## config.mk

```make
export PLATFORM = sky130hd
export DESIGN_NAME = dct_sphere
export DESIGN_NICKNAME = d
export VERILOG_FILES = /design/src/dct_pkg.sv /design/src/dct_sphere.sv
export SDC_FILE = /design/constraint.sdc
export NUM_CORES = 2
export LEC_CHECK = 0
export ABC_AREA = 1
export BUFFER_PORTS_ARGS = -buffer_cell sky130_fd_sc_hd__buf_2
export CAP_MARGIN = 15
export CORE_MARGIN = 2
export CORE_UTILIZATION = 40
export CTS_CLUSTER_DIAMETER = 60
export DETAILED_ROUTE_END_ITERATION = 10
export PLACE_DENSITY_LB_ADDON = 0.1
export SLEW_MARGIN = 10
export SYNTH_ARGS = -nofsm -noshare
export SYNTH_HDL_FRONTEND = slang
export SYNTH_SLANG_ARGS = --single-unit
```

## constraint.sdc

```tcl
create_clock -name clock -period 7.3 [get_ports clock]
set_input_delay 1.095 -clock clock [delete_from_list [all_inputs] [get_ports clock]]
set_output_delay 1.095 -clock clock [all_outputs]
set_load 0.01 [all_outputs]
```

## src/dct_pkg.sv

```systemverilog
// ---------------------------------------------------------------------------
// dct_pkg
// shared types and constants of the delayed coincidence tagger
// ---------------------------------------------------------------------------
`default_nettype none

package dct_pkg;

   // field widths of the item channels
   localparam int HITS_W     = 12;
   localparam int POS_W      = 14;
   localparam int IN_CLK_W   = 43;
   localparam int GAP_W      = 43;
   localparam int BACK_W     = 7;

   // register widths
   localparam int LIM_W      = 13;
   localparam int TICK_W     = 20;
   localparam int CSR_IDX_W  = 4;
   localparam int CSR_DATA_W = 20;

   // packed event: valid, hits, x, y, z
   localparam int EVENT_W    = 1 + HITS_W + 3 * POS_W;

   // vector math: differences of two positions need one more bit
   localparam int VEC_W      = POS_W + 1;
   localparam int SQ_W       = 2 * POS_W;
   localparam int SUM_W      = SQ_W + 2;

   // register indexes
   typedef enum logic [CSR_IDX_W-1:0] {
      CSR_PROMPT_HITS_MIN  = 4'd0,
      CSR_PROMPT_HITS_MAX  = 4'd1,
      CSR_DELAYED_HITS_MIN = 4'd2,
      CSR_DELAYED_HITS_MAX = 4'd3,
      CSR_RADIUS_LIMIT     = 4'd4,
      CSR_DISTANCE_LIMIT   = 4'd5,
      CSR_DELAY_MIN_TICKS  = 4'd6,
      CSR_DELAY_MAX_TICKS  = 4'd7
   } csr_index_type;

   typedef struct packed {
      logic [HITS_W-1:0] prompt_hits_min;
      logic [HITS_W-1:0] prompt_hits_max;
      logic [HITS_W-1:0] delayed_hits_min;
      logic [HITS_W-1:0] delayed_hits_max;
      logic [LIM_W-1:0]  radius_limit;
      logic [LIM_W-1:0]  distance_limit;
      logic [TICK_W-1:0] delay_min_ticks;
      logic [TICK_W-1:0] delay_max_ticks;
   } cfg_type;

   localparam cfg_type CFG_RESET = '{
      prompt_hits_min:  12'd120,
      prompt_hits_max:  12'd680,
      delayed_hits_min: 12'd350,
      delayed_hits_max: 12'd600,
      radius_limit:     13'd5700,
      distance_limit:   13'd1500,
      delay_min_ticks:  20'd20,
      delay_max_ticks:  20'd40000
   };

   typedef struct packed {
      logic                    valid;
      logic [HITS_W-1:0]       hits;
      logic signed [POS_W-1:0] x;
      logic signed [POS_W-1:0] y;
      logic signed [POS_W-1:0] z;
   } event_type;

   typedef struct packed {
      logic signed [VEC_W-1:0] x;
      logic signed [VEC_W-1:0] y;
      logic signed [VEC_W-1:0] z;
   } vec_type;

   // per-candidate flags travelling down the walk pipeline
   typedef struct packed {
      logic              valid;
      logic              beyond;
      logic              too_soon;
      logic              hits_ok;
      logic [HITS_W-1:0] hits;
   } cand_type;

endpackage

`default_nettype wire

```

## src/dct_sphere.sv

```systemverilog
// ---------------------------------------------------------------------------
// dct_sphere
// two-stage check that a vector lies within a radius, compared squared
// ---------------------------------------------------------------------------
`default_nettype none

module dct_sphere (
   input  wire logic                        clock,
   input  wire dct_pkg::vec_type            vec,
   input  wire logic [dct_pkg::LIM_W-1:0]   limit,
   output logic                             in_reach
);

   logic signed [2*dct_pkg::VEC_W-1:0] prod_x;
   logic signed [2*dct_pkg::VEC_W-1:0] prod_y;
   logic signed [2*dct_pkg::VEC_W-1:0] prod_z;
   logic [2*dct_pkg::LIM_W-1:0]        lim_prod;
   logic [dct_pkg::SQ_W-1:0]           sq_x_ff;
   logic [dct_pkg::SQ_W-1:0]           sq_y_ff;
   logic [dct_pkg::SQ_W-1:0]           sq_z_ff;
   logic [2*dct_pkg::LIM_W-1:0]        lim_sq_ff;
   logic [dct_pkg::SUM_W-1:0]          sum;
   logic                               in_reach_ff;
   logic                               in_reach_in;

   // squares, each component stays below 2^14 in magnitude
   assign prod_x   = vec.x * vec.x;
   assign prod_y   = vec.y * vec.y;
   assign prod_z   = vec.z * vec.z;
   assign lim_prod = limit * limit;

   always_ff @(posedge clock) begin
      sq_x_ff   <= prod_x[dct_pkg::SQ_W-1:0];
      sq_y_ff   <= prod_y[dct_pkg::SQ_W-1:0];
      sq_z_ff   <= prod_z[dct_pkg::SQ_W-1:0];
      lim_sq_ff <= lim_prod;
   end

   // sum and compare
   assign sum = dct_pkg::SUM_W'(sq_x_ff) + dct_pkg::SUM_W'(sq_y_ff)
              + dct_pkg::SUM_W'(sq_z_ff);
   assign in_reach_in = (sum <= dct_pkg::SUM_W'(lim_sq_ff));

   always_ff @(posedge clock) begin
      in_reach_ff <= in_reach_in;
   end

   assign in_reach = in_reach_ff;

endmodule

`default_nettype wire

```

; Word level (Yosys, flattened, before mapping)
; Index checks and enable logic that the tools add are counted.
[word_totals]
ff_bits = 111
latchBits = 0
mem_bits_rw = 0
romBits = 0
input_bits = 59
out_inout_bits = 1
word_cells = 12
n_memories = 0
[classes]
n_addsub = 2
mul = 4
div_mod_pow = 0
order_cmp = 1
eq_ne = 0
shift = 0
n_mux = 0
n_bitwise = 0
reduce_logical = 0
[op_table]
columns = op, count
row1 = 15-bit by 15-bit multiplier with 28-bit output, 3
row2 = 29-bit by 28-bit adder with 30-bit output, 1
row3 = 30-bit by 26-bit <= comparator with 1-bit output, 1
row4 = 28-bit by 28-bit adder with 29-bit output, 1
row5 = 13-bit by 13-bit multiplier with 26-bit output, 1

; Depth between registers and ports, before layout
[logic_depth]
depth_word = 3
ltp_mapped = 27
mapped_depth_nobuf = 25

; Worst setup path after synthesis
; No wires, ideal clock.
[synth_path]
path_kind = input port to flip-flop
startpoint = input vec[17] (netlist name)
endpoint = register sq_y_ff[27] (netlist name)
setup_ns = 0.112
arrival_time_ns = 6.203
t_required_ns = 7.188
setup_slack_ns = 0.985
cell_stages = 25
path_buffers = 2
cell_sequence = clkbuf_1 clkbuf_1 nand2_1 inv_1 fa_1 fa_1 inv_1 fa_1 inv_1 fa_1 fa_1 inv_1 fa_1 inv_1 ha_1 nand2_1 inv_1 nand2_1 inv_1 a21oi_1 nand3_1 a21oi_1 inv_1 nand2_1 nand2_1
[synth_between]
elab_chain_len = 1
[synth_rtl]
columns = item, line_no
row1 = start: declaration, dct_sphere.sv:9  ; input wire dct_pkg::vec_type vec,
row2 = 15-bit by 15-bit multiplier with 28-bit output, dct_sphere.sv:28  ; assign prod_y = vec.y * vec.y;
row3 = "via prod_y, one bit", dct_sphere.sv:15  ; logic signed [2*dct_pkg::VEC_W-1:0] prod_y;
row4 = end signal: assignment, dct_sphere.sv:34  ; sq_y_ff <= prod_y[dct_pkg::SQ_W-1:0];
row5 = end: declaration, dct_sphere.sv:19  ; logic [dct_pkg::SQ_W-1:0] sq_y_ff;
; The timed path passes the listed nets, and every way through them passes these cells.

; Final worst setup path
[layout_path]
startpoint = input vec[0] (netlist name)
endpoint = register sq_z_ff[25] (netlist name)
[layout_between]
elab_chain_len = 1
[layout_rtl]
columns = item, line_no
row1 = 15-bit by 15-bit multiplier with 28-bit output, dct_sphere.sv:29  ; assign prod_z = vec.z * vec.z;
row2 = "via prod_z, one bit", dct_sphere.sv:16  ; logic signed [2*dct_pkg::VEC_W-1:0] prod_z;
row3 = end signal: assignment, dct_sphere.sv:35  ; sq_z_ff <= prod_z[dct_pkg::SQ_W-1:0];
row4 = end: declaration, dct_sphere.sv:20  ; logic [dct_pkg::SQ_W-1:0] sq_z_ff;
; The timed path passes the listed nets, and every way through them passes these cells.

==> results.yml <==
synthesis:
  synth-seq-cells: 107
  ys_warn_count: 0
  syn_area_mm2: 0.0327
  async_flop_share: 0
  synth_edf_count: 0
  synth-main-ff-cell: "dfxtp_1"
  ys_seq_area_frac: 0.0655
  yosysUniqueCellTypes: 46
  syn_area_per_cell_um2: 8.19
  synth_cells: 3998
min_path:
  hp-start: "lim_sq_ff[24]$_DFF_P_"
  hold_depth: 5
  hold_class: "register to register"
  worst_hold_path.endpoint: "in_reach$_DFF_P_"
placement:
  pre_cts_ws_ps: 405
  dpl_cell_area_mm2: 0.0341
  io_buffers: 59
  routabilityCongestion: 0.856
  dp_hpwl_mm: 64.5
global_route:
  grt_max_degree: 20
  grt_pass1_wl_mm: 126
  gr-usage-all-layers: 0.185
  antenna_found_initial: 1
  grt-ovfl-total: 0
  grt_pass1_vias: 24891
die:
  die_w_um: 290
  rows: 104
  dieHeight_um: 290
  initial_utilization: 0.405
  core_area_mm2: 0.0808
  dieArea_mm2: 0.0841
  ios: 60
clocking:
  clk-insertion-delay-late_ps: 370
  clock-root-buffer: "clkbuf_16"
  cts.repair.resized: 0
  clock_sinks: 107
  h-tree-depth: 3
  cts_tree: "built"
  clkSlewWorstSetupHoldPaths_ps: 90
  cts.hold.buffers_added: 0
  cts_max_path_buffers: 2
  cts_buffers: 9
  cts_setup_buffers: 0
timing:
  setup_tns_ps: 0
  worst_clock_skew_ps: 9.29
  setup_ws_ps: 766
  max_slew_margin: 0.607
  maxSlewViolCount: 0
  period_minus_slack_ps: 6530
  final_hold_viol_count: 0
  setup_violations: 0
  grt_setup_unrepaired: "false"
  fmax_mhz: 153
  fin_crit_sh: 0.895
  worst_pin_slew_ps: 588
layout:
  final_util: 0.426
  final_area_mm2: 0.0344
  drive_above_1_share: 0.0287
  antenna_cells: 0
  area_growth_pct: 5.08
  fin_nets: 5109
  fill_cells: 8311
  register_area_mm2: 0.00214
  multi_input_comb_area_mm2: 0.0254
worst_setup_path:
  r2r_end: "in_reach$_DFF_P_"
  ff2ff_setup_slack_ps: 3640
  crit_fanout: 17
  end_kind: "register"
  r2r-start: "sq_y_ff[19]$_DFF_P_"
  critPathLaunchType: "input port"
  worstRegToRegCells: 17
  critical_path_class: "input port to register"
  arrival_ps: 6830
  worstPathRequired_ps: 7590
  critPathLaunch: "vec[0]"
job:
  maxCapViolCount: 0
status:
  status: "finished, final reports clean"
routing:
  wire_per_inst_um: 14.5
  drc: 0
  final_antenna_net_count: 0
  vias_per_cell: 4.52
  first_iter_violations: 932
  drtPass1Iterations: 5
  vias: 22906
  finalWirelength_mm: 73.3
==> synth_stat cells, drive strengths merged (3+ instances only) <==
cell / instances / share of area
o211ai: 5 / 0.0011
clkbuf: 72 / 0.0083
inv: 1304 / 0.15
nand3: 75 / 0.012
o31ai: 3 / 0.00069
nor3: 18 / 0.0029
nand2: 757 / 0.087
nor2: 135 / 0.016
dfxtp: 107 / 0.065
a31oi: 8 / 0.0015
xor2: 91 / 0.024
nand4: 24 / 0.0046
buf: 6 / 0.00096
a211oi: 3 / 0.00069
or2: 10 / 0.0019
xnor2: 59 / 0.016
fa: 690 / 0.42
nand3b: 5 / 0.0011
nor4: 9 / 0.0017
a21o: 15 / 0.0034
a21oi: 144 / 0.023
o21bai: 22 / 0.0052
ha: 362 / 0.14
o21ai: 62 / 0.010
==> worst max-delay path by stage <==
stage | endpoint | slack (ps)
final | sq_z_ff[25]$_DFF_P_ | 770
after global routing | sq_z_ff[24]$_DFF_P_ | 430
after CTS | sq_z_ff[27]$_DFF_P_ | 780
after detailed placement | sq_z_ff[27]$_DFF_P_ | 400
after global placement | sq_z_ff[25]$_DFF_P_ | 430
after floorplan | sq_y_ff[27]$_DFF_P_ | 980
==> state kept, by name, indices dropped and copies added, names as in the netlist <==
name       count
sq_x_ff       27
lim_sq_ff     25
in_reach       1
sq_z_ff       27
sq_y_ff       27
==> kinds of logic (layout without fill, tap and decap cells) <==
family          count (synthesis)  in the layout  share of synthesized area
simple gates                 1036           1036                      0.127
fa+ha+maj                    1052           1052                      0.561
compound gates                268            268                     0.0474
buf+inv                      1383           1387                      0.159
xor+xnor                      150            150                     0.0401
other cells                     2              3                   0.000229
flops                         107            107                     0.0655
==> critical path, cell delays in order <==
cell,delay (ps)
buf_2,370
nand2_1,170
inv_1,150
fa_1,530
fa_1,830
inv_1,210
fa_1,520
inv_1,50
fa_1,480
fa_1,490
inv_1,50
fa_1,470
inv_1,40
ha_1,350
nand2_1,140
nor4_1,400
nand3_1,150
nand3_1,150
xor2_1,160
==> metal layers <==
metal,GRT usage,share of wire,routed length (um),vias up
met2,0.319,0.48,35500,216
met4,0.0252,0.012,885,2
met3,0.0155,0.023,1680,43
met1,0.260,0.48,35200,11154
li1,-,-,-,11491
met5,0,0.000096,7,-
==> through the flow <==
stage               hold WS [ps]  instances
floorplan                    706       3999
global placement             896       5047
detailed placement           886       5047
CTS                          915       5063
global route                 952       5063
finish                       889       5063
==> cell type report <==
class,instances,area share
well taps,1060,0.0386
inverters,1305,0.142
flip-flops and latches,107,0.0623
clock inverters,6,0.00164
clock buffers,10,0.00666
multi-input cells,2509,0.738
repair buffers,66,0.0101
==> cell usage in the layout, fill, tap and decap left out, types with 47 or more instances in the layout <==
cell / instances
dfxtp_1: 107
a21oi_1: 138
xor2_1: 91
xnor2_1: 59
o21ai_0: 47
inv_1: 1302
nand2_1: 754
nand3_1: 73
ha_1: 362
buf_2: 59
fa_1: 690
nor2_1: 133
Power is left out: the tool's default activity adds up to more than one toggle a clock period on the data nets, which glitch-free logic cannot reach.
