$ cat src/dct_ram.sv
// ---------------------------------------------------------------------------
// dct_ram
// generic single-write, single-read ram with registered read data
// ---------------------------------------------------------------------------
`default_nettype none

module dct_ram #(
   parameter int WIDTH = 8,
   parameter int DEPTH = 16
) (
   input  wire logic                     clock,
   input  wire logic                     wr_en,
   input  wire logic [$clog2(DEPTH)-1:0] wr_addr,
   input  wire logic [WIDTH-1:0]         wr_data,
   input  wire logic [$clog2(DEPTH)-1:0] rd_addr,
   output logic [WIDTH-1:0]              rd_data
);

   logic [WIDTH-1:0] mem [DEPTH];
   logic [WIDTH-1:0] rd_data_ff;

   // write port
   always_ff @(posedge clock) begin
      if (wr_en) begin
         mem[wr_addr] <= wr_data;
      end
   end

   // registered read port
   always_ff @(posedge clock) begin
      rd_data_ff <= mem[rd_addr];
   end

   assign rd_data = rd_data_ff;

endmodule

`default_nettype wire

$ cat config.mk
export PLATFORM = sky130hd
export DESIGN_NAME = dct_ram
export DESIGN_NICKNAME = d
export VERILOG_FILES = /design/src/dct_ram.sv
export SDC_FILE = /design/constraint.sdc
export NUM_CORES = 1
export LEC_CHECK = 0
export BUFFER_PORTS_ARGS = -buffer_cell sky130_fd_sc_hd__buf_2
export CORE_MARGIN = 2
export CORE_UTILIZATION = 50
export DETAILED_ROUTE_END_ITERATION = 12
export HOLD_SLACK_MARGIN = 0.05
export PLACE_DENSITY = 0.71
export SYNTH_ARGS = -nofsm -noshare
export SYNTH_HDL_FRONTEND = slang
export SYNTH_SLANG_ARGS = --single-unit
export TNS_END_PERCENT = 100
$ cat constraint.sdc
create_clock -name clock -period 1.7 [get_ports clock]
set_input_delay 0 -clock clock [delete_from_list [all_inputs] [get_ports clock]]
set_output_delay 0 -clock clock [all_outputs]
set_load 0.01 [all_outputs]
# Word-level counts from Yosys, hierarchy flattened
# Memories as Yosys holds them, arrays and structs flattened. A register that Yosys moved wholly into a read port is not among the register bits.
# Index checks and enable logic that the tools add are counted.
# totals
register_bits	0
mem_bits_rw	128
in_bits	18
out_inout_bits	8
elab_cells	3
n_memories	1
# classes
mux	2
# memory_table
name	words	width	rd	rd_ports_with_merged_regs	write_ports	line_no	text
mem	16	8	1	1	1	19	logic [WIDTH-1:0] mem [DEPTH];
# op_table
cell	n
$mux W1	2

# Depth between registers and ports, before layout
# Gate-level depths: netlist of run 1.
# depth
depth_word	2
depth_mapped	5
depth_no_buf	3

# Worst setup path after synthesis of run 1
# No wires, ideal clock.
# synth_timing
kind	in2reg
start	input port wr_addr[2]
end	memory mem[0][0] (enable)
setup_ps	383
arrival_ps	1110
required_ps	1317
setup_slack_ps	207
cell_stages	2
n_path_buf	0
path_cell_list	or3b_2 nor3_1
# synth_rtl
element	line_no	text
start: declaration	13	input wire logic [$clog2(DEPTH)-1:0] wr_addr,
end: declaration	19	
# Straight into the memory's write port.

==> results of run 1 <==
-- worst paths after layout --
path / depth (start not counted) / endpoint / start / slack, ps
min: 5 / rd_data[2] / rd_addr[3] / 70
max reg2reg: 3 / rd_data[1] / mem[8][1] / 330
min reg2reg: 3 / rd_data[2] / mem[13][2] / 670
max: 3 / rd_data[1] / mem[8][1] / 330
-- sequential cells by signal, summed over array words and instances, names as in the netlist --
name / cells
rd_data: 8
mem: 128
-- worst max-delay path, cell delays in order, from the launching register on --
cell and delay (ps):
edfxtp_1 370, mux4_1 550, a22oi_1 220, nand2_1 110
-- cell type report --
class | count | area share (%)
Clock buffer | 17 | 6.60
Sequential cell | 136 | 63.8
Timing Repair Buffer | 66 | 7.86
Multi-Input combinational cell | 83 | 16.8
Clock inverter | 15 | 2.17
Tap cell | 136 | 2.71
-- logic make-up after synthesis --
family,after synthesis,share of synthesized area (%)
multiplexers,32,15.0
AO/OA/AOI/OAI,16,2.33
flip-flops,136,77.8
AND/OR/NAND/NOR,35,3.18
buffers and inverters,10,1.68
-- power by group through the flow --
| stage | combinational (mW) | clock (mW) | sequential [mW] |
|---|---|---|---|
| 3_3_place_gp | 0.355 | 0 | 3.84 |
| 5_1_grt | 0.419 | 3.55 | 3.78 |
| 2_1_floorplan | 0.190 | 0 | 3.84 |
| 4_1_cts | 0.392 | 3.41 | 3.77 |
| 6_report | 0.387 | 3.37 | 3.77 |
| 3_5_place_dp | 0.362 | 0 | 3.84 |
-- timing repair --
| action | 4_1_cts | 5_1_grt |
|---|---|---|
| hold buffers | 14 | 0 |
| resized for setup | 0 | 0 |
| endpoints found under the hold margin | 150 | 0 |
-- layer usage --
metal	wire, um	global-route usage [%]	share of wire (%)	up-vias
met1	4110	24.8	41	1294
met2	5030	30.9	51	111
met4	124	7.24	1.3	0
li1	-	-	-	1121
met5	0	0	0	-
met3	651	6.31	6.6	13
-- stage by stage --
stage	total power, mW	std cells	cell area (um2)	setup slack, ps
after global placement	4.19	407	5580	269
after detailed placement	4.20	407	5580	274
after CTS	7.58	453	6270	327
after global routing	7.74	453	6270	254
after floorplan	4.04	229	5150	207
final	7.53	453	6270	328
-- cell usage in the layout (no fill, tap or decap), drive strengths merged --
cell type    instances
clkinvlp             5
dfxtp                8
edfxtp             128
nor2                13
clkbuf              17
nand2b               2
buf                 52
nor3                 4
bufinv               2
clkinv               8
and2b                1
mux4                32
nand2                9
nand3                1
nor2b                1
a22oi               16
and2                 1
or3b                 1
dlygate4sd3         14
nand3b               2
==> impl_results.md, run 1 <==
- Final Skew: 7.23 ps
- Final hold vios: 0
- RSZ-0062 raised after global routing: no
- Largest net degree at the start of global routing: 17
- Setup TNS: 0 ps
- Synth async-reset ratio: 0%
- Sequential Power Share: 50.1%
- Vias in the first global route: around 2600
- Ys flop type: edfxtp_1
- Placed wire-length estimate: ~6300 um
- GPL Wtd Cong: 0.809
- Crit share post-route: 80.7%
- Starting Density: 50.8%
- Mapped cell area: 5150 um2
- Pin slew with the least headroom to its limit: 367 ps
- Top area cells in the synthesized netlist: edfxtp_1 (75%), mux4_2 (7.9%), mux4_1 (7.1%)
- Longest Clk Path Bufs: 2
- Comb power frac: 5.1%
- Initial antenna violation count: 0
- Post-route DRC: 0
- Via count: 2539
- Antenna viol nets, final: 0
- First-pass GRT wire length: roughly 15000 um
- Switching pwr: 1.55 mW
- Fill count: about 700
- Post-synth EDFFs: 128
- Max-cap violations: 0
- Sequential area share after synthesis: 77.8%
- Syn_area_per_cell: 22.5 um2
- Total routing usage reported by global routing: 19.3%
- Yosys top cell by area: edfxtp_1
- Critical Path Source Type: flip-flop
- I/O Buffers: 25
- N_diodes: 0
- Hold WC Path Type: in -> reg
- Peak VDD IR: 0.601 mV
- Pwr per Cell Area: 1200 nW/um2
- Syn Inst Count: between 200 and 250
- Final WL: 9920 um
- Final nets: between 300 and 400
- Area Overhead vs Synth: 21.9%
- Distinct cells, synth: 19
- Final setup viols: 0
- Relative slew slack: 75.5%
- I/O pin count: 26
- Yosys top cell area share: between 70% and 80%
- Rows: 37
- Vias per Instance: 5.60
- Clock power share: 44.8%
- Status: finished clean
- Sequential cell area: approximately 4000 um2
- CTS Sinks: 136
- Final min period: between 1000 and 1500 ps
- Data arrival time of the worst path: about 1800 ps
- Yosys warns: 0
- Internal Power: about 6 mW
- Wire per inst: 21.9 um
- H-Tree Depth: 4
- Switching part of the total: 20.5%
- Die outline height: between 100 and 150 um
- Pleak: 2.16 nW
- Worst hold slack: 70.1 ps
- Most frequent cell after synthesis: edfxtp_1
- 1st-pass router iterations: 4
- Drt initial violations: ~200
- Multi-input logic area: between 1000 and 1500 um2
- Syn_nets: 247
- Worst-skew pair later-pin latency: between 500 and 600 ps
- Synthesized flop and latch total: 136
- Remaining global-route overflow: 0
- CTS tree: yes
- CTS Buf Count: 17
- Clk pin slew, worst setup/hold paths: 60 ps
- Commonest cells in the netlist: edfxtp_1 (128), mux4_2 (18), a22oi_1 (16), mux4_1 (14), nor2_1 (13)
- Total Die Area: about 11000 um2
- Max Clk Rate: 729 MHz
- Crit Path Max Fanout: 1
- Ratio of cells with drive above 1 in the final layout: 31.2%
- Worst setup path class: reg -> reg
- Postcts setup bufs: 0
- Final core occ: 61.9%
- CP endpoint kind: flip-flop
- Die X: 105 um
- Root buf cell: clkbuf_8
- Core Area: 10100 um2
- Required @ worst endpoint: 2090 ps
- Max Slew Vio Count: 0
Power figures use the tool's default switching activity.
==> run 2: changes to the inputs <==
==> constraint.sdc (replaced) <==
create_clock -name clock -period 1.35 [get_ports clock]
set_input_delay 0 -clock clock [delete_from_list [all_inputs] [get_ports clock]]
set_output_delay 0 -clock clock [all_outputs]
set_load 0.01 [all_outputs]
==> impl_results.md, run 2 (synthesis gave the netlist of run 1 again) <==
- Pin slew with the least headroom to its limit: 856 ps (+488 ps)
- Cell chain of the critical path: mux4_1, a22oi_1, nand2_1
- Final worst slack: 10.8 ps (-317 ps)
- Max Clk Rate: 747 MHz (+2.5%)
- Reg2Reg Depth: 3 (unchanged)
- CTS Sinks: 136 (unchanged)
- Initial antenna violation count: 0 (unchanged)
- N_diodes: 0 (unchanged)
- Wire per inst: 22.5 um (+2.6%)
- Via count: 2568 (+1.1%)
- Commonest non-fill, non-tap cells in the layout: edfxtp_1 (128), buf_2 (25), mux4_2 (21)
- Largest net degree at the start of global routing: 33 (+16)
- Final WL: 10100 um (+2.0%)
- Longest Clk Path Bufs: 2 (unchanged)
- Final min period: 1340 ps (-33.2 ps)
- Placed insts: 404 (-0.74%)
- Most flop-heavy register: mem
- Die X: 105 um (unchanged)
- Pleak: 2.18 nW (+1.0%)
- Die outline height: 105 um (unchanged)
- Total Die Area: 11100 um2 (unchanged)
- H-Tree Depth: 4 (unchanged)
- Worst setup path class: reg -> reg
- Crit share post-route: 99.2% (+18 points)
- GPL Wtd Cong: 0.800 (-1.1%)
- Worst path bufs/invs: 0 (unchanged)
- Critical Path Source Type: flip-flop
- Hold WC Path Type: in -> reg
- Multi-input logic area: 1080 um2 (+2.2%)
- Core Area: 10100 um2 (unchanged)
- Max stage delay on crit path: 490 ps (-60 ps)
- Postcts setup bufs: 0 (unchanged)
- Drt initial violations: 261 (+30%)
- CP Depth: 3 (unchanged)
- Final hold vios: 0 (unchanged)
- Final Skew: 9.62 ps (+2.39 ps)
- CP endpoint kind: flip-flop
- Largest register FFs: 128 (unchanged)
- Commonest non-fill, non-tap cell in the layout: edfxtp_1
- Area Overhead vs Synth: 23.4%
- I/O Buffers: 25 (unchanged)
- Peak VDD IR: 0.936 mV (+56%)
- Crit Path Max Fanout: 1 (unchanged)
- Final instance area: 6350 um2 (+1.3%)
- RSZ-0062 raised after global routing: yes
- Clk pin slew, worst setup/hold paths: 70 ps (about the same)
- Starting Density: 50.8% (unchanged)
- Critical path's top delay family: multiplexers
- Final cell count without fillers: 450 (-0.66%)
- Rows: 37 (unchanged)
- Setup WS pre-CTS: -86.1 ps (-360 ps)
- 1st-pass router iterations: 4 (unchanged)
- I/O pin count: 26 (unchanged)
- Status: finished clean
- Placed wire-length estimate: 6320 um (+0.79%)
- First-pass GRT wire length: 15400 um (+3.7%)
- Placed cell areas: 5600 um2 (+0.36%)
- Vias in the first global route: 2576 (-0.96%)
- Max-cap violations: 0 (unchanged)
- Antenna viol nets, final: 0 (unchanged)
- CTS tree: yes
- Root buf cell: clkbuf_8
- Total routing usage reported by global routing: 20.0% (+0.66 points)
- Pwr per Cell Area: 1530 nW/um2 (+28%)
- Max Slew Vio Count: 0 (unchanged)
- Overall power: 9.72 mW (+29%)
- Worst-skew pair later-pin latency: 520 ps (about the same)
- Ratio of cells with drive above 1 in the final layout: 35.0% (+3.8 points)
- Sequential cell area: 4000 um2 (unchanged)
- Relative slew slack: 42.8% (-33 points)
- Vias per Instance: 5.71 (+1.8%)
- Post-route DRC: 0 (unchanged)
- Hold path depth: 4 (-1)
- Remaining global-route overflow: 0 (unchanged)
- Fill count: 676 (-1.3%)
- Data arrival time of the worst path: 1750 ps (about the same)
- Slowest CP cell: mux4_1
- Final setup viols: 0 (unchanged)
- Required @ worst endpoint: 1760 ps (-330 ps)
- Final nets: 319 (-0.93%)
- CTS Buf Count: 17 (unchanged)
run 2: changes by cell type in the layout (fill, tap and decap cells not counted), moves of 5 or more:
cell	delta
inv_8	+6
a22oi_2	+6
a22oi_1	-6
clkinvlp_4	-5
buf_4	-6
run 2: area by class of cell:
class                   instances  share of cell area (%)
repair buffers                 63                    8.00
flip-flops and latches        136                    63.0
well taps                     136                    2.68
multi-input cells              83                    17.0
clock buffers                  17                    6.52
clock inverters                15                    2.78
run 2: worst reg2reg max path: stages, from the launching register on:
cell,delay (ps)
edfxtp_1,380
mux4_1,490
a22oi_1,280
nand2_1,90
run 2: what timing repair did:
item	4_1_cts	5_1_grt
hold buffers	14	0
gates resized for setup	1	8
gates cloned	0	0
pin swaps	0	1
hold endpoints to repair	167	0
endpoints found under the setup margin	1	7
run 2: where the power goes:
| group | internal, mW | switching (mW) |
|---|---|---|
| sequential | 4.72 | 0.0303 |
| combinational | 0.244 | 0.278 |
| clock | 2.42 | 2.04 |
run 2: per-stage QoR:
step / TNS (ps) / util, % / hold WS, ps
4_1_cts: 0 / 62.5 / 99.4
2_1_floorplan: 0 / - / 98.9
3_3_place_gp: -320 / 55.3 / 391
6_report: 0 / 62.7 / 120
3_5_place_dp: -238 / 55.3 / 394
5_1_grt: -89.2 / 62.7 / 151
run 2: per-layer routing:
metal | vias to the layer above | share of wire, % | global-route usage, %
li1 | 1123 | - | -
met1 | 1323 | 43 | 27.5
met2 | 108 | 50 | 31.1
met3 | 14 | 6.1 | 5.32
met4 | 0 | 1.5 | 7.24
met5 | - | 0 | 0
run 2: final timing paths:
kind	startpoint	end	slack, ps
setup / recovery	mem[3][5]	rd_data[5]	10
hold / removal	rd_addr[3]	rd_data[0]	120
hold reg to reg	mem[4][0]	rd_data[0]	680
setup reg to reg	mem[3][5]	rd_data[5]	10
==> run 3: changes to the inputs <==
==> constraint.sdc (replaced) <==
create_clock -name clock -period 1.35 [get_ports clock]
set_input_delay 0.27 -clock clock [delete_from_list [all_inputs] [get_ports clock]]
set_output_delay 0.27 -clock clock [all_outputs]
set_load 0.01 [all_outputs]
==> impl_results.md, run 3 (synthesis gave the netlist of run 1 again) <==
- I/O pin count: 26 (unchanged)
- Post-route DRC: 0 (unchanged)
- Antenna viol nets, final: 0 (unchanged)
- Total Die Area: 11100 um2 (unchanged)
- Drt initial violations: 157 (-40%)
- CTS Sinks: 136 (unchanged)
- Critical path's top delay family: flip-flops
- First-pass GRT wire length: 15200 um (-1.2%)
- Core Area: 10100 um2 (unchanged)
- Die X: 105 um (unchanged)
- Hold WC Path Type: in -> reg
- Initial antenna violation count: 0 (unchanged)
- Die outline height: 105 um (unchanged)
- Most flop-heavy register: mem
- Largest register FFs: 128 (unchanged)
- Met1 usage: 24.2% (-3.2 points)
- Max Clk Rate: 760 MHz (+1.8%)
- Final cell count without fillers: 444 (-1.3%)
- Peak VDD IR: 0.605 mV (-35%)
- Crit share post-route: 97.4% (-1.8 points)
- Longest Clk Path Bufs: 2 (unchanged)
- Worst path bufs/invs: 1 (+1)
- Commonest non-fill, non-tap cells in the layout: edfxtp_1 (128), buf_2 (25), mux4_2 (23), buf_4 (23), clkbuf_16 (16)
- Largest net degree at the start of global routing: 20 (-39%)
- Rows: 37 (unchanged)
- Met3 GRT Util: 6.37% (+1.1 points)
- Sequential cell area: 4000 um2 (unchanged)
- Hold_sp: wr_data[4]
- CTS Buf Count: 17 (unchanged)
- Final setup viols: 0 (unchanged)
- Final Skew: 10.0 ps (+0.412 ps)
- 1st-pass router iterations: 5 (+1)
- Critical R2R Launch: mem[1][2]
- Final core occ: 62.6% (-0.086 points)
- Critical Path Source: rd_data[5]
- Hold path depth: 1 (-3)
- Worst-skew pair later-pin latency: 530 ps (about the same)
- CTS tree: yes
- Max Slew Vio Count: 0 (unchanged)
- Final WL: 9800 um (-3.1%)
- Starting Density: 50.8% (unchanged)
- Reg2Reg Setup Slack: 40 ps (+30 ps)
- Clk pin slew, worst setup/hold paths: 60 ps (about the same)
- I/O Buffers: 25 (unchanged)
- Pwr per Cell Area: 1540 nW/um2 (+0.91%)
- Max stage delay on crit path: 370 ps (-120 ps)
- GRT busiest layer: met2
- Fill count: 669 (-1.0%)
- Relative slew slack: 44.7% (+1.9 points)
- Crit Path Max Fanout: 1 (unchanged)
- Multi-input logic area: 1100 um2 (+2.2%)
- Status: finished clean
- Overall power: 9.80 mW (+0.77%)
- GPL Wtd Cong: 0.736 (-8.0%)
- Cell chain of the critical path: buf_2
- Via count: 2505 (-2.5%)
- Required @ worst endpoint: 1080 ps (-680 ps)
- CP endpoint kind: primary output
- N_diodes: 0 (unchanged)
- Data arrival time of the worst path: 1050 ps (-700 ps)
- Placed insts: 412 (+2.0%)
- Crit Reg-Reg Endpoint: rd_data[2]
- Vias in the first global route: 2635 (+2.3%)
- Global routing met2 resource utilization: 31.8% (+0.74 points)
- Postcts setup bufs: 0 (unchanged)
- Wire per inst: 22.1 um (-1.7%)
- Critical Path Source Type: flip-flop
- Vias per Instance: 5.64 (-1.1%)
- Worst setup path class: reg -> out
- Commonest non-fill, non-tap cell in the layout: edfxtp_1
- Root buf cell: clkbuf_8
- Ratio of cells with drive above 1 in the final layout: 40.3% (+5.2 points)
- Reg2Reg Depth: 3 (unchanged)
- Final nets: 313 (-1.9%)
- Total routing usage reported by global routing: 19.5% (-0.41 points)
- Final hold vios: 0 (unchanged)
- Placed wire-length estimate: 6110 um (-3.3%)
- Final worst slack: 34.6 ps (+23.8 ps)
- Remaining global-route overflow: 0 (unchanged)
- Pleak: 2.18 nW (about the same)
- Area Overhead vs Synth: 23.3%
- Setup WS pre-CTS: -386 ps (-300 ps)
- Pin slew with the least headroom to its limit: 827 ps (-28.6 ps)
- Final min period: 1320 ps (-23.8 ps)
- RSZ-0062 raised after global routing: no
- WHS Endpoint: mem[11][4]
- Slowest CP cell: dfxtp_1
- Max-cap violations: 0 (unchanged)
- H-Tree Depth: 4 (unchanged)
## run 3: cell count changes in the layout (fill, tap and decap cells not counted), sizes merged
| cell | previous run | this run |
|---|---|---|
| dlygate4sd3 | 14 | 0 |
| inv | 10 | 0 |
| buf | 49 | 57 |
| clkbuf | 17 | 22 |
| bufinv | 0 | 3 |
| clkinv | 5 | 7 |
## run 3: cell type report
cell class	instances	share of cell area, %
clock buffers	22	7.30
clock inverters	10	1.97
multi-input cells	83	17.4
flip-flops and latches	136	63.1
well taps	136	2.68
repair buffers	57	7.53
## run 3: how the worst max path moves through the flow
stage	to	slack [ps]	depth (start not counted)
2_1_floorplan	rd_data[1]	-60	5
3_3_place_gp	rd_data[7]	-380	6
6_report	rd_data[5]	30	1
5_1_grt	rd_data[5]	6	1
3_5_place_dp	rd_data[7]	-390	6
4_1_cts	rd_data[6]	10	3
## run 3: where the power goes
| part | switching (mW) | total [mW] | internal (mW) |
|---|---|---|---|
| clock | 1.60 | 4.54 | 2.94 |
| sequential | 0.0310 | 4.75 | 4.72 |
| combinational | 0.270 | 0.510 | 0.239 |
| total | 1.90 | 9.80 | 7.90 |
## run 3: what timing repair did
item / CTS / global route
hold buffers: 0 / 0
setup endpoints to repair: 3 / 5
pin swaps: 0 / 1
gates resized for setup: 3 / 4
## run 3: through the flow
| step | hold WS [ps] | instance area, um2 | setup TNS (ps) |
|---|---|---|---|
| 3_3_place_gp | 657 | 5730 | -5280 |
| 6_report | 128 | 6340 | 0 |
| 3_5_place_dp | 665 | 5730 | -7340 |
| 5_1_grt | 117 | 6340 | 0 |
| 4_1_cts | 103 | 6330 | 0 |
| 2_1_floorplan | 369 | 5190 | -353 |
## run 3: metal layers
metal | wire length, um | vias to the layer above
met5 | 0 | -
met4 | 163 | 0
met2 | 5120 | 84
li1 | - | 1098
met1 | 3970 | 1307
met3 | 546 | 16
